**src/txpm_pkg.sv**
```systemverilog
// ----------------------------------------------------------------------------
// txpm_pkg
// shared types, constants and field helpers of the transmit power mapper
// ----------------------------------------------------------------------------
package txpm_pkg;

  localparam int NumPointsDef = 7;
  localparam int MaxPoints    = 8;
  localparam int NumRegs      = 7;
  localparam int ApbAddrWidth = 5;
  localparam int ApbDataWidth = 32;
  localparam int RegIdxWidth  = 3;
  localparam int PointWidth   = 24;

  // divider geometry: magnitude of the rounded numerator over an 8 bit span
  localparam int DivNumWidth  = 17;
  localparam int DivDenWidth  = 8;
  localparam int DivCntWidth  = 5;

  typedef logic [1:0] op_t;
  localparam op_t OpMap      = 2'd0;
  localparam op_t OpTxEnable = 2'd1;
  localparam op_t OpRxIdle   = 2'd2;

  typedef logic [PointWidth-1:0] point_t;

  // the eighth point repeats the last one and has no register
  localparam point_t PointReset [MaxPoints] = '{
    24'd7925514, 24'd7925774, 24'd7926289, 24'd7927060,
    24'd7928088, 24'd7929115, 24'd6227230, 24'd6227230
  };

  typedef struct packed {
    logic                   start;
    logic [DivNumWidth-1:0] dividend;
    logic [DivDenWidth-1:0] divisor;
  } div_req_t;

  typedef struct packed {
    logic                   done;
    logic [DivNumWidth-1:0] quotient;
  } div_rsp_t;

  function automatic logic signed [7:0] pt_total(point_t p);
    return p[7:0];
  endfunction

  function automatic logic signed [7:0] pt_chip(point_t p);
    return p[15:8];
  endfunction

  function automatic logic [7:0] pt_bias(point_t p);
    return p[23:16];
  endfunction

endpackage

```
**src/txpm_div.sv**
```systemverilog
// ----------------------------------------------------------------------------
// txpm_div
// restoring unsigned divider, one quotient bit per cycle
// ----------------------------------------------------------------------------
module txpm_div (
  input  logic                clk_i,
  input  logic                rst_ni,
  input  txpm_pkg::div_req_t  req_i,
  output txpm_pkg::div_rsp_t  rsp_o
);

  logic                                busy_q, busy_d;
  logic                                done_q, done_d;
  logic [txpm_pkg::DivCntWidth-1:0]    cnt_q, cnt_d;
  logic [txpm_pkg::DivNumWidth-1:0]    quo_q, quo_d;
  logic [txpm_pkg::DivDenWidth-1:0]    rem_q, rem_d;
  logic [txpm_pkg::DivDenWidth-1:0]    den_q, den_d;
  logic [txpm_pkg::DivDenWidth:0]      rem_sh;
  logic [txpm_pkg::DivDenWidth:0]      rem_sub;
  logic                                ge;

  assign rem_sh  = {rem_q, quo_q[txpm_pkg::DivNumWidth-1]};
  assign ge      = rem_sh >= {1'b0, den_q};
  assign rem_sub = rem_sh - {1'b0, den_q};

  always_comb begin
    busy_d = busy_q;
    done_d = 1'b0;
    cnt_d  = cnt_q;
    quo_d  = quo_q;
    rem_d  = rem_q;
    den_d  = den_q;
    if (req_i.start) begin
      busy_d = 1'b1;
      cnt_d  = '0;
      quo_d  = req_i.dividend;
      rem_d  = '0;
      den_d  = req_i.divisor;
    end else if (busy_q) begin
      // remainder stays below the divisor, so it fits the low bits
      rem_d = ge ? rem_sub[txpm_pkg::DivDenWidth-1:0] : rem_sh[txpm_pkg::DivDenWidth-1:0];
      quo_d = {quo_q[txpm_pkg::DivNumWidth-2:0], ge};
      cnt_d = cnt_q + 1'b1;
      if (cnt_q == txpm_pkg::DivCntWidth'(txpm_pkg::DivNumWidth - 1)) begin
        busy_d = 1'b0;
        done_d = 1'b1;
      end
    end
  end

  always_ff @(posedge clk_i or negedge rst_ni) begin
    if (!rst_ni) begin
      busy_q <= 1'b0;
      done_q <= 1'b0;
      cnt_q  <= '0;
    end else begin
      busy_q <= busy_d;
      done_q <= done_d;
      cnt_q  <= cnt_d;
    end
  end

  always_ff @(posedge clk_i) begin
    quo_q <= quo_d;
    rem_q <= rem_d;
    den_q <= den_d;
  end

  assign rsp_o.done     = done_q;
  assign rsp_o.quotient = quo_q;

endmodule

```
**src/tx_power_map_and_pa_bias.sv**
```systemverilog
// ----------------------------------------------------------------------------
// tx_power_map_and_pa_bias
// transmit power mapper with calibration table and amplifier bias driver
// ----------------------------------------------------------------------------
// usage:
//   request channel: in_valid_i / in_stall_o carry operation_i and
//   requested_dbm_i; a request is taken when valid is high and stall is low
//   result channel: out_valid_o / out_stall_i carry chip_dbm_o, chip_valid_o
//   and dac_level_o, exactly one result per request
//   calibration points sit behind an apb-style port at byte address 4*i; the
//   user writes them only while the block is idle (not enforced); pready is always high
// request flow (states passed from the accepting edge to the result):
//   one request at a time; stall stays high until its result is registered,
//   and the next request is taken once the sequencer is back in idle
//   transmit enable, receive/idle and clamped map requests: start, out
//   map request on a flat or falling segment: start, scan, out
//   interpolated map requests: start, scan, multiply, add, divide, fix, out;
//   scan steps once per segment scanned (1 .. NumPoints-1), and divide waits
//   on the bit-serial divider, which forms the 17 quotient bits
// reset: table back to its factory points, latched and driven bias 0,
//   no result pending
// receiver stall: a finished result waits in the output register; the next
//   request may be taken meanwhile and its own result waits for the slot
// ----------------------------------------------------------------------------
module tx_power_map_and_pa_bias #(
  parameter int NumPoints = txpm_pkg::NumPointsDef
) (
  input  logic                               clk_i,
  input  logic                               rst_ni,
  // request channel
  input  logic                               in_valid_i,
  output logic                               in_stall_o,
  input  logic [1:0]                         operation_i,
  input  logic signed [7:0]                  requested_dbm_i,
  // result channel
  output logic                               out_valid_o,
  input  logic                               out_stall_i,
  output logic signed [7:0]                  chip_dbm_o,
  output logic                               chip_valid_o,
  output logic [7:0]                         dac_level_o,
  // configuration port
  input  logic                               psel,
  input  logic                               penable,
  input  logic                               pwrite,
  input  logic [txpm_pkg::ApbAddrWidth-1:0]  paddr,
  input  logic [txpm_pkg::ApbDataWidth-1:0]  pwdata,
  output logic [txpm_pkg::ApbDataWidth-1:0]  prdata,
  output logic                               pready
);

  localparam int PtIdxWidth = $clog2(NumPoints);
  localparam int LastPt     = NumPoints - 1;

  // sequencer states
  localparam logic [2:0] StIdle  = 3'd0;
  localparam logic [2:0] StStart = 3'd1;
  localparam logic [2:0] StScan  = 3'd2;
  localparam logic [2:0] StMul   = 3'd3;
  localparam logic [2:0] StAdd   = 3'd4;
  localparam logic [2:0] StDiv   = 3'd5;
  localparam logic [2:0] StFix   = 3'd6;
  localparam logic [2:0] StOut   = 3'd7;

  // --------------------------------------------------------------------------
  // calibration table
  // --------------------------------------------------------------------------
  txpm_pkg::point_t                   cal_q [NumPoints];
  logic [txpm_pkg::RegIdxWidth-1:0]   reg_idx;
  logic                               cfg_we;

  assign pready  = 1'b1;
  assign reg_idx = paddr[txpm_pkg::RegIdxWidth+1:2];
  assign cfg_we  = psel && penable && pwrite && pready;

  for (genvar g = 0; g < NumPoints; g++) begin : g_point
    always_ff @(posedge clk_i or negedge rst_ni) begin
      if (!rst_ni) begin
        cal_q[g] <= txpm_pkg::PointReset[g];
      end else if (cfg_we && (g < txpm_pkg::NumRegs) &&
                   (reg_idx == txpm_pkg::RegIdxWidth'(g))) begin
        cal_q[g] <= pwdata[txpm_pkg::PointWidth-1:0];
      end
    end
  end

  // read back, zero beyond the implemented points
  always_comb begin
    prdata = '0;
    if ((reg_idx < NumPoints) && (reg_idx < txpm_pkg::NumRegs)) begin
      prdata = txpm_pkg::ApbDataWidth'(cal_q[reg_idx[PtIdxWidth-1:0]]);
    end
  end

  // --------------------------------------------------------------------------
  // sequencer state
  // --------------------------------------------------------------------------
  logic [2:0]              state_q, state_d;
  txpm_pkg::op_t           op_q, op_d;
  logic signed [7:0]       req_q, req_d;
  logic [PtIdxWidth-1:0]   idx_q, idx_d;
  txpm_pkg::point_t        prev_q, prev_d;
  logic signed [7:0]       c0_q, c0_d;
  logic signed [8:0]       dc_q, dc_d;
  logic [7:0]              dt_q, dt_d;
  logic [7:0]              span_q, span_d;
  logic signed [17:0]      prod_q, prod_d;
  logic                    neg_q, neg_d;
  logic [7:0]              latched_q, latched_d;
  logic [7:0]              driven_q, driven_d;
  logic signed [7:0]       res_chip_q, res_chip_d;
  logic                    res_valid_q, res_valid_d;

  // output register
  logic                    out_valid_q, out_valid_d;
  logic signed [7:0]       out_chip_q, out_chip_d;
  logic                    out_cvalid_q, out_cvalid_d;
  logic [7:0]              out_dac_q, out_dac_d;

  // divider
  txpm_pkg::div_req_t      div_req;
  txpm_pkg::div_rsp_t      div_rsp;

  // datapath helpers
  txpm_pkg::point_t        pt_first, pt_last, pt_cur;
  logic signed [7:0]       t0, t1, c0, c1;
  logic signed [8:0]       span9, dt9;
  logic signed [17:0]      num;
  logic signed [17:0]      mag;
  logic signed [17:0]      qs;
  logic signed [18:0]      sum;
  logic                    found;
  logic                    out_free;

  assign pt_first = cal_q[0];
  assign pt_last  = cal_q[LastPt];
  assign pt_cur   = cal_q[idx_q];

  assign t0    = txpm_pkg::pt_total(prev_q);
  assign t1    = txpm_pkg::pt_total(pt_cur);
  assign c0    = txpm_pkg::pt_chip(prev_q);
  assign c1    = txpm_pkg::pt_chip(pt_cur);
  assign span9 = {t1[7], t1} - {t0[7], t0};
  assign dt9   = {req_q[7], req_q} - {t0[7], t0};
  // first segment whose upper total reaches the request, else the last one
  assign found = (req_q <= t1) || (idx_q == PtIdxWidth'(LastPt));

  // rounding: add half the span, then divide the magnitude
  assign num = prod_q + $signed({10'b0, span_q[7:1]});
  assign mag = num[17] ? -num : num;

  // restore the sign of the quotient and add the lower chip power
  assign qs  = neg_q ? -$signed({1'b0, div_rsp.quotient})
                     : $signed({1'b0, div_rsp.quotient});
  assign sum = {{11{c0_q[7]}}, c0_q} + {qs[17], qs};

  assign out_free = !out_valid_q || !out_stall_i;

  always_comb begin
    div_req.start    = (state_q == StAdd);
    div_req.dividend = mag[txpm_pkg::DivNumWidth-1:0];
    div_req.divisor  = span_q;
  end

  always_comb begin
    state_d     = state_q;
    op_d        = op_q;
    req_d       = req_q;
    idx_d       = idx_q;
    prev_d      = prev_q;
    c0_d        = c0_q;
    dc_d        = dc_q;
    dt_d        = dt_q;
    span_d      = span_q;
    prod_d      = prod_q;
    neg_d       = neg_q;
    latched_d   = latched_q;
    driven_d    = driven_q;
    res_chip_d  = res_chip_q;
    res_valid_d = res_valid_q;

    out_valid_d  = out_valid_q && out_stall_i;
    out_chip_d   = out_chip_q;
    out_cvalid_d = out_cvalid_q;
    out_dac_d    = out_dac_q;

    case (state_q)
      StIdle: begin
        if (in_valid_i && !in_stall_o) begin
          op_d    = operation_i;
          req_d   = requested_dbm_i;
          state_d = StStart;
        end
      end
      StStart: begin
        res_chip_d  = '0;
        res_valid_d = 1'b0;
        if (op_q == txpm_pkg::OpMap) begin
          res_valid_d = 1'b1;
          if (req_q <= txpm_pkg::pt_total(pt_first)) begin
            // clamp to the first point
            res_chip_d = txpm_pkg::pt_chip(pt_first);
            latched_d  = txpm_pkg::pt_bias(pt_first);
            state_d    = StOut;
          end else if (req_q >= txpm_pkg::pt_total(pt_last)) begin
            // clamp to the last point
            res_chip_d = txpm_pkg::pt_chip(pt_last);
            latched_d  = txpm_pkg::pt_bias(pt_last);
            state_d    = StOut;
          end else begin
            prev_d  = pt_first;
            idx_d   = PtIdxWidth'(1);
            state_d = StScan;
          end
        end else begin
          // transmit enable drives the latched bias, anything else drives 0
          driven_d = (op_q == txpm_pkg::OpTxEnable) ? latched_q : 8'd0;
          state_d  = StOut;
        end
      end
      StScan: begin
        if (found) begin
          latched_d = txpm_pkg::pt_bias(prev_q);
          if (span9 <= 9'sd0) begin
            // flat or falling segment gives the upper chip power
            res_chip_d = c1;
            state_d    = StOut;
          end else begin
            c0_d    = c0;
            dc_d    = {c1[7], c1} - {c0[7], c0};
            dt_d    = dt9[7:0];
            span_d  = span9[7:0];
            state_d = StMul;
          end
        end else begin
          prev_d = pt_cur;
          idx_d  = idx_q + 1'b1;
        end
      end
      StMul: begin
        prod_d  = dc_q * $signed({1'b0, dt_q});
        state_d = StAdd;
      end
      StAdd: begin
        neg_d   = num[17];
        state_d = StDiv;
      end
      StDiv: begin
        if (div_rsp.done) begin
          state_d = StFix;
        end
      end
      StFix: begin
        if (sum > 19'sd127) begin
          res_chip_d = 8'sd127;
        end else if (sum < -19'sd128) begin
          res_chip_d = -8'sd128;
        end else begin
          res_chip_d = sum[7:0];
        end
        state_d = StOut;
      end
      StOut: begin
        if (out_free) begin
          out_valid_d  = 1'b1;
          out_chip_d   = res_chip_q;
          out_cvalid_d = res_valid_q;
          out_dac_d    = driven_q;
          state_d      = StIdle;
        end
      end
      default: begin
        state_d = StIdle;
      end
    endcase
  end

  always_ff @(posedge clk_i or negedge rst_ni) begin
    if (!rst_ni) begin
      state_q     <= StIdle;
      latched_q   <= '0;
      driven_q    <= '0;
      out_valid_q <= 1'b0;
    end else begin
      state_q     <= state_d;
      latched_q   <= latched_d;
      driven_q    <= driven_d;
      out_valid_q <= out_valid_d;
    end
  end

  always_ff @(posedge clk_i) begin
    op_q         <= op_d;
    req_q        <= req_d;
    idx_q        <= idx_d;
    prev_q       <= prev_d;
    c0_q         <= c0_d;
    dc_q         <= dc_d;
    dt_q         <= dt_d;
    span_q       <= span_d;
    prod_q       <= prod_d;
    neg_q        <= neg_d;
    res_chip_q   <= res_chip_d;
    res_valid_q  <= res_valid_d;
    out_chip_q   <= out_chip_d;
    out_cvalid_q <= out_cvalid_d;
    out_dac_q    <= out_dac_d;
  end

  txpm_div u_div (
    .clk_i  (clk_i),
    .rst_ni (rst_ni),
    .req_i  (div_req),
    .rsp_o  (div_rsp)
  );

  // busy for the whole request, free only when the sequencer is idle
  assign in_stall_o   = (state_q != StIdle);
  assign out_valid_o  = out_valid_q;
  assign chip_dbm_o   = out_chip_q;
  assign chip_valid_o = out_cvalid_q;
  assign dac_level_o  = out_dac_q;

endmodule

```
**config.mk**
```make
export PLATFORM = sky130hd
export DESIGN_NAME = tx_power_map_and_pa_bias
export DESIGN_NICKNAME = d
export VERILOG_FILES = /design/src/txpm_pkg.sv /design/src/txpm_div.sv /design/src/tx_power_map_and_pa_bias.sv
export SDC_FILE = /design/constraint.sdc
export NUM_CORES = 1
export LEC_CHECK = 0
export CAP_MARGIN = 20
export CORE_MARGIN = 5
export CORE_UTILIZATION = 55
export CTS_BUF_LIST = sky130_fd_sc_hd__clkbuf_4 sky130_fd_sc_hd__clkbuf_8
export DETAILED_ROUTE_END_ITERATION = 8
export DONT_BUFFER_PORTS = 1
export GPL_TIMING_DRIVEN = 0
export PLACE_DENSITY = 0.79
export SLEW_MARGIN = 20
export SYNTH_ARGS = -nofsm -noshare
export SYNTH_HDL_FRONTEND = slang
export SYNTH_SLANG_ARGS = --single-unit
export TNS_END_PERCENT = 1
```
**constraint.sdc**
```tcl
create_clock -name clk_i -period 12.5 [get_ports clk_i]
set_input_delay 2.5 -clock clk_i [delete_from_list [all_inputs] [get_ports clk_i]]
set_output_delay 2.5 -clock clk_i [all_outputs]
set_load 0.02 [all_outputs]
```
==> impl_metrics.json, run 1 <==
{
  "yosysWarnings": 0,
  "grt.overflow.total": 0,
  "ir_drop_mv": 0.116,
  "yosys_register_bits": 343,
  "period_needed_ps": 7510,
  "cp.arrival_ps": 5010,
  "syn2layout_area_growth_pct": 9.09,
  "slowest_delay_ps": 700,
  "hp-class": "register to register",
  "crit_slowest_cell": "buf_1",
  "r2r-start": "idx_q[0]",
  "ant_nets": 0,
  "seq_area_frac_synth_pct": 41.1,
  "power_density_nw_per_um2": 231,
  "required_ps": 10000,
  "place.gp.congestion": 0.884,
  "cts_sinks": 343,
  "relSlewSlack_pct": 30.6,
  "synth.largest_area_cell": "edfxtp_1",
  "hold_buffers": 0,
  "synth_edf_count": 140,
  "reg2reg_to": "res_chip_q[2]",
  "cts-root-buf": "clkbuf_8",
  "rsz0062_at_grt": "false",
  "detailedPlace.worstSlack_ps": 5050,
  "grt_first_pass_wirelength_um": 90000,
  "fin_setup_tns_ps": 0,
  "synthTopCellsByArea": "edfxtp_1, dfrtp_1, dfstp_2, mux2_2, ha_1",
  "status": "complete, no violations",
  "end_kind": "output pin",
  "path_class": "input pin to output pin",
  "routed-via-count": 16400,
  "cts_resized": 0,
  "final_cells": 2723,
  "async_reset_ff_share_pct": 56.9,
  "critical_path.top_delay_family": "buffers and inverters",
  "drive_gt1_share_pct": 21.2,
  "ys_types": 85,
  "die-area_um2": 45600,
  "via_per_inst": 6.02,
  "initial_core_util_pct": 55.6,
  "leakage_nw": 10.6,
  "avgSynthCellArea_um2": 11.0,
  "drtPass1Iterations": 5,
  "drcViolationCount": 0,
  "post_cts_buffers": 0,
  "grt_max_degree": 196,
  "maxCapViolCount": 0,
  "synth_top_area_share_pct": 18.5,
  "fin_nets": 2387,
  "antenna_found_initial": 0,
  "startpoint_type": "input pin",
  "ys.flop_type": "edfxtp_1",
  "path_cells": "clkbuf_1, buf_1, buf_1, mux2i_1, nor2_1, a21oi_1, a21oi_1",
  "layout_common_cells": "nand2_1, mux2_2, inv_1, o21ai_0, edfxtp_1",
  "tritoncts": "done",
  "synthesis.instances": 2075,
  "cts_buffer_depth": 3,
  "grt_usage_pct": 24.8,
  "clk_pin_slew_ps": 50,
  "ios": 106,
  "die_w_um": 213,
  "post-route-period-util_pct": 60.1,
  "hpwl_um": 41900,
  "hold_path_end": "chip_dbm_o[2]",
  "placementRows": 74,
  "dp_cells": 2618,
  "crit_path_max_fanout": 10,
  "htree_levels": 2,
  "hold_violations": 0,
  "fin_skew_ps": 59.0,
  "setup_viol": 0,
  "postLayoutCoreUtil_pct": 60.7,
  "regToRegSetupSlack_ps": 5300,
  "fmax_ghz": 0.133,
  "core_um2": 40900,
  "io_buffer_count": 0,
  "grt_pass1_vias": 17100,
  "cts-buffers-inserted": 56,
  "diodes": 0,
  "finalMaxSlewViolations": 0,
  "hold-path-cell-count": 0,
  "fp.dieH_um": 213,
  "drt_iter0_markers": 1238,
  "worst_pin_slew_ps": 1040,
  "critPathBufInv": 3,
  "hold_start": "res_chip_q[2]",
  "setup_ws_ps": 4990,
  "rr_worst_depth": 16,
  "syn-cell-area_um2": 22800,
  "routedWlPerCell_um": 20.7,
  "clk_latency_ps": 650,
  "routed_wl_um": 56300,
  "final_common_cell": "nand2_1"
}
## cells in the mapped netlist, types with 4 or more instances
master and instances:
a211oi_1 12, a21boi_0 10, a21o_1 21, a21oi_1 69
a31oi_1 16, and2_1 49, and3_1 13, and4_1 4
buf_1 14, buf_4 9, clkbuf_1 74, dfrtp_1 109
dfstp_2 86, dfxtp_1 8, edfxtp_1 140, fa_1 66
ha_1 123, inv_1 164, mux2_2 187, mux2i_1 69
mux4_2 48, nand2_1 198, nand2b_1 19, nand3_1 22
nand3b_1 5, nand4_1 12, nor2_1 101, nor2b_1 30
nor3_1 18, nor4_1 4, o211ai_1 29, o21a_1 9
o21ai_0 141, o22ai_1 5, o31ai_1 7, o41ai_1 4
or2_2 4, or3_1 9, or4_1 6, xnor2_1 61
xor2_1 32
## how the worst max path moves through the flow
stage / from / endpoint / depth (start not counted)
floorplan: paddr[3] / prdata[12] / 5
global placement: idx_q[0] / dt_q[3] / 14
detailed placement: paddr[3] / prdata[18] / 7
CTS: idx_q[0] / res_chip_q[2] / 16
global route: idx_q[0] / res_chip_q[2] / 16
finish: paddr[3] / prdata[18] / 7
## final cells by class
type | count | area, um2
Buffer | 99 | 408
Tap cell | 532 | 666
Fill cell | 3166 | 16100
Inverter | 166 | 623
Timing Repair Buffer | 4 | 70.1
Clock inverter | 11 | 150
Clock buffer | 94 | 1120
Multi-Input combinational cell | 1474 | 12400
Sequential cell | 343 | 9350
## worst reg2reg max path, stage by stage, from the launching register on
cell	delay, ps
edfxtp_1	380
clkbuf_1	320
clkbuf_1	620
buf_1	850
mux4_2	620
o21ai_0	720
inv_1	110
ha_1	290
nor2b_1	130
o21ai_0	210
a21boi_0	190
o31ai_1	340
a21oi_1	140
xor2_1	180
o41ai_2	880
a21oi_1	160
o21ai_1	630
## flip-flops by register name, indices dropped and copies added, names as in the netlist, 5 cells and up
name / count
dc_q: 9
u_div.quo_q: 17
res_chip_q: 8
prod_q: 18
req_q: 8
c0_q: 8
u_div.rem_q: 8
span_q: 8
chip_dbm_o: 8
latched_q: 8
cal_q: 120
u_div.cnt_q: 5
pt_last: 24
driven_q: 8
dt_q: 8
pt_first: 24
u_div.den_q: 8
prev_q: 24
dac_level_o: 8
## power breakdown
part / switching (mW) / internal [mW] / total (mW)
clock network: 0.455 / 0.627 / 1.08
logic: 1.57 / 1.18 / 2.75
registers: 0.269 / 1.63 / 1.89
total: 2.30 / 3.43 / 5.73
## through the flow
step           area (um2)  total power, mW  hold slack (ps)
2_1_floorplan       22800             3.94              400
3_3_place_gp        23500             4.48              408
3_5_place_dp        23600             4.62              410
4_1_cts             24800             5.73              423
5_1_grt             24800             6.15              425
6_report            24800             5.73              419
## per-layer routing
layer / up-vias / wire (um) / track usage, %
met3: 134 / 4680 / 6.03
met5: - / 0 / 0
met2: 649 / 27300 / 41.5
li1: 7509 / - / -
met1: 8089 / 22200 / 31.4
met4: 0 / 2160 / 9.56
## cell families after synthesis
group           after synthesis  synth area share, %
simple gates                509                 10.8
compound gates              369                 10.3
flops                       343                 41.1
mux                         304                 17.0
buf+inv                     265                 4.53
fa+ha+maj                   189                 12.6
xor+xnor                     94                 3.65
other cells                   2               0.0330
No activity file was read; power rests on OpenSTA's default activity.
==> run 2: changes to the inputs <==
ABC_AREA = 1   (was not set)
PLACE_DENSITY = 0.82   (was 0.79)
clock period = 6.9 ns   (was 12.5 ns; I/O delays follow)
==> run 2 against run 1 <==
Final area up 0.21%. Core utilization about the same. Combinational power rose to 2.7 times the previous value. Final cell count up 28%. Register-to-register slack worse by 3600 ps. Sequential cell count unchanged. Synthesized area up 0.71%. Non-clock buffer count up 37. Critical endpoint is now prdata[16]. Largest power group unchanged. Highest routed layer unchanged.
==> impl_metrics.json, run 2 <==
{
  "maxCapViolCount": 0,
  "clk_pin_slew_ps": 60,
  "setup_viol": 0,
  "grt_usage_pct": 28.7,
  "cts_buffer_depth": 3,
  "post-route-period-util_pct": 77.1,
  "finalInstanceArea_um2": 24900,
  "hold_buffers": 0,
  "drt_iter0_markers": 1913,
  "ir_drop_mv": 0.295,
  "seq_area_frac_synth_pct": 40.8,
  "cts-buffers-inserted": 57,
  "htree_levels": 2,
  "synthesis.instances": 2849,
  "crit_end": "prdata[16]",
  "initial_core_util_pct": 55.9,
  "final_common_cell": "nand2_1",
  "drcViolationCount": 0,
  "async_reset_ff_share_pct": 56.9,
  "r2r-start": "idx_q[0]",
  "synth_top_area_share_pct": 18.3,
  "synthTopCellsByCount": "nand2_1, inv_1, o21ai_0",
  "cts_resized": 0,
  "grt_first_pass_wirelength_um": 107000,
  "hp-class": "register to register",
  "drtPass1Iterations": 6,
  "rr_worst_depth": 17,
  "ant_nets": 0,
  "hold_violations": 0,
  "cp.arrival_ps": 3940,
  "fin_nets": 3161,
  "reg2reg_to": "prev_q[10]",
  "synth_edf_count": 140,
  "cts-root-buf": "clkbuf_8",
  "cts_sinks": 343,
  "finalPower_mw": 12.8,
  "routed-via-count": 20400,
  "place.gp.congestion": 0.965,
  "die_w_um": 214,
  "finalMaxSlewViolations": 0,
  "routedWlPerCell_um": 19.3,
  "die-area_um2": 45900,
  "regToRegSetupSlack_ps": 1740,
  "power_density_nw_per_um2": 516,
  "clk_latency_ps": 650,
  "postLayoutCoreUtil_pct": 60.7,
  "status": "complete, no violations",
  "grt.overflow.total": 0,
  "crit_path_max_fanout": 10,
  "multi_input_area_um2": 11300,
  "grt_pass1_vias": 20000,
  "drive_gt1_share_pct": 8.40,
  "diodes": 0,
  "startpoint_type": "input pin",
  "yosys_register_bits": 343,
  "tritoncts": "done",
  "grt_max_degree": 196,
  "largest_reg_flops": 120,
  "syn2layout_area_growth_pct": 8.55,
  "yosysWarnings": 0,
  "ios": 106,
  "core_um2": 41000,
  "path_class": "input pin to output pin",
  "worst_pin_slew_ps": 966,
  "io_buffer_count": 0,
  "largest_register": "cal_q",
  "via_per_inst": 5.84,
  "fp.dieH_um": 214,
  "routed_wl_um": 67400,
  "yosysMostFrequentCell": "nand2_1",
  "required_ps": 5520,
  "relSlewSlack_pct": 34.9,
  "layout_common_cells": "nand2_1, inv_1, o21ai_0, a21oi_1, edfxtp_1",
  "synth.largest_area_cell": "edfxtp_1",
  "ys.flop_type": "edfxtp_1",
  "ys_types": 53,
  "leakage_nw": 11.7,
  "placementRows": 74,
  "antenna_found_initial": 0,
  "end_kind": "output pin",
  "hpwl_um": 52000,
  "post_cts_buffers": 0,
  "nFillCells": 3547,
  "avgSynthCellArea_um2": 8.05,
  "synthTopCellsByArea": "edfxtp_1, dfrtp_1, nand2_1, dfstp_2, o21ai_0",
  "critPathLaunch": "paddr[3]",
  "syn-cell-area_um2": 22900,
  "fmax_ghz": 0.188,
  "period_needed_ps": 5320,
  "rsz0062_at_grt": "false",
  "regArea_um2": 9350,
  "placed_cell_area_um2": 23700,
  "fin_skew_ps": 28.3
}
==> run 2: worst min-delay path by stage <==
stage / startpoint / end / slack, ps / cells past startpoint
after floorplan: res_chip_q[0] / chip_dbm_o[0] / 400 / 0
after global placement: res_valid_q / chip_valid_o / 400 / 0
after detailed placement: res_valid_q / chip_valid_o / 410 / 0
after CTS: rst_ni / u_div.busy_q / 400 / 0
after global routing: rst_ni / cal_q[41] / 410 / 0
final: res_valid_q / chip_valid_o / 420 / 0
==> run 2: stage by stage <==
| step | TNS, ps | std cells | hold slack, ps | setup WS (ps) |
|---|---|---|---|---|
| after floorplan | 0 | 2856 | 400 | 1960 |
| after global placement | -515 | 3388 | 405 | -22.2 |
| after detailed placement | 0 | 3391 | 408 | 1660 |
| after CTS | 0 | 3498 | 401 | 1650 |
| after global routing | 0 | 3498 | 406 | 1430 |
| final | 0 | 3498 | 422 | 1580 |
==> run 2: logic make-up after synthesis <==
family	Yosys count	synth area share (%)
XOR/XNOR	74	2.89
buffers and inverters	591	9.97
adder cells (fa/ha/maj)	189	12.5
AND/OR/NAND/NOR	953	17.3
other	2	0.0328
AO/OA/AOI/OAI	697	16.5
flip-flops	343	40.8
==> run 2: report_power, final <==
part,switching [mW],internal (mW)
clock,0.847,1.02
combinational,4.69,2.64
sequential,0.443,3.20
total,5.98,6.87
==> run 2: critical path: stages <==
cell and delay (ps):
clkbuf_1 280, nor2_1 260, clkbuf_1 460, clkbuf_1 550, a221oi_1 200, o21ai_0 800
==> run 2: area by class of cell <==
| type | instances | share of cell area [%] |
|---|---|---|
| buffer | 137 | 2.34 |
| clock buffer | 81 | 4.08 |
| clock inverter | 26 | 0.714 |
| inverter | 454 | 6.85 |
| multi-input combinational | 1922 | 45.6 |
| sequential | 343 | 37.6 |
| tap | 532 | 2.68 |
| timing repair buffer | 3 | 0.186 |
==> run 2: routing by layer <==
metal  part of all wire, %  global-route usage (%)
met4                   4.6                    12.2
met2                    47                    47.9
met3                   9.7                    5.77
met1                    39                    36.7
met5                     0                       0
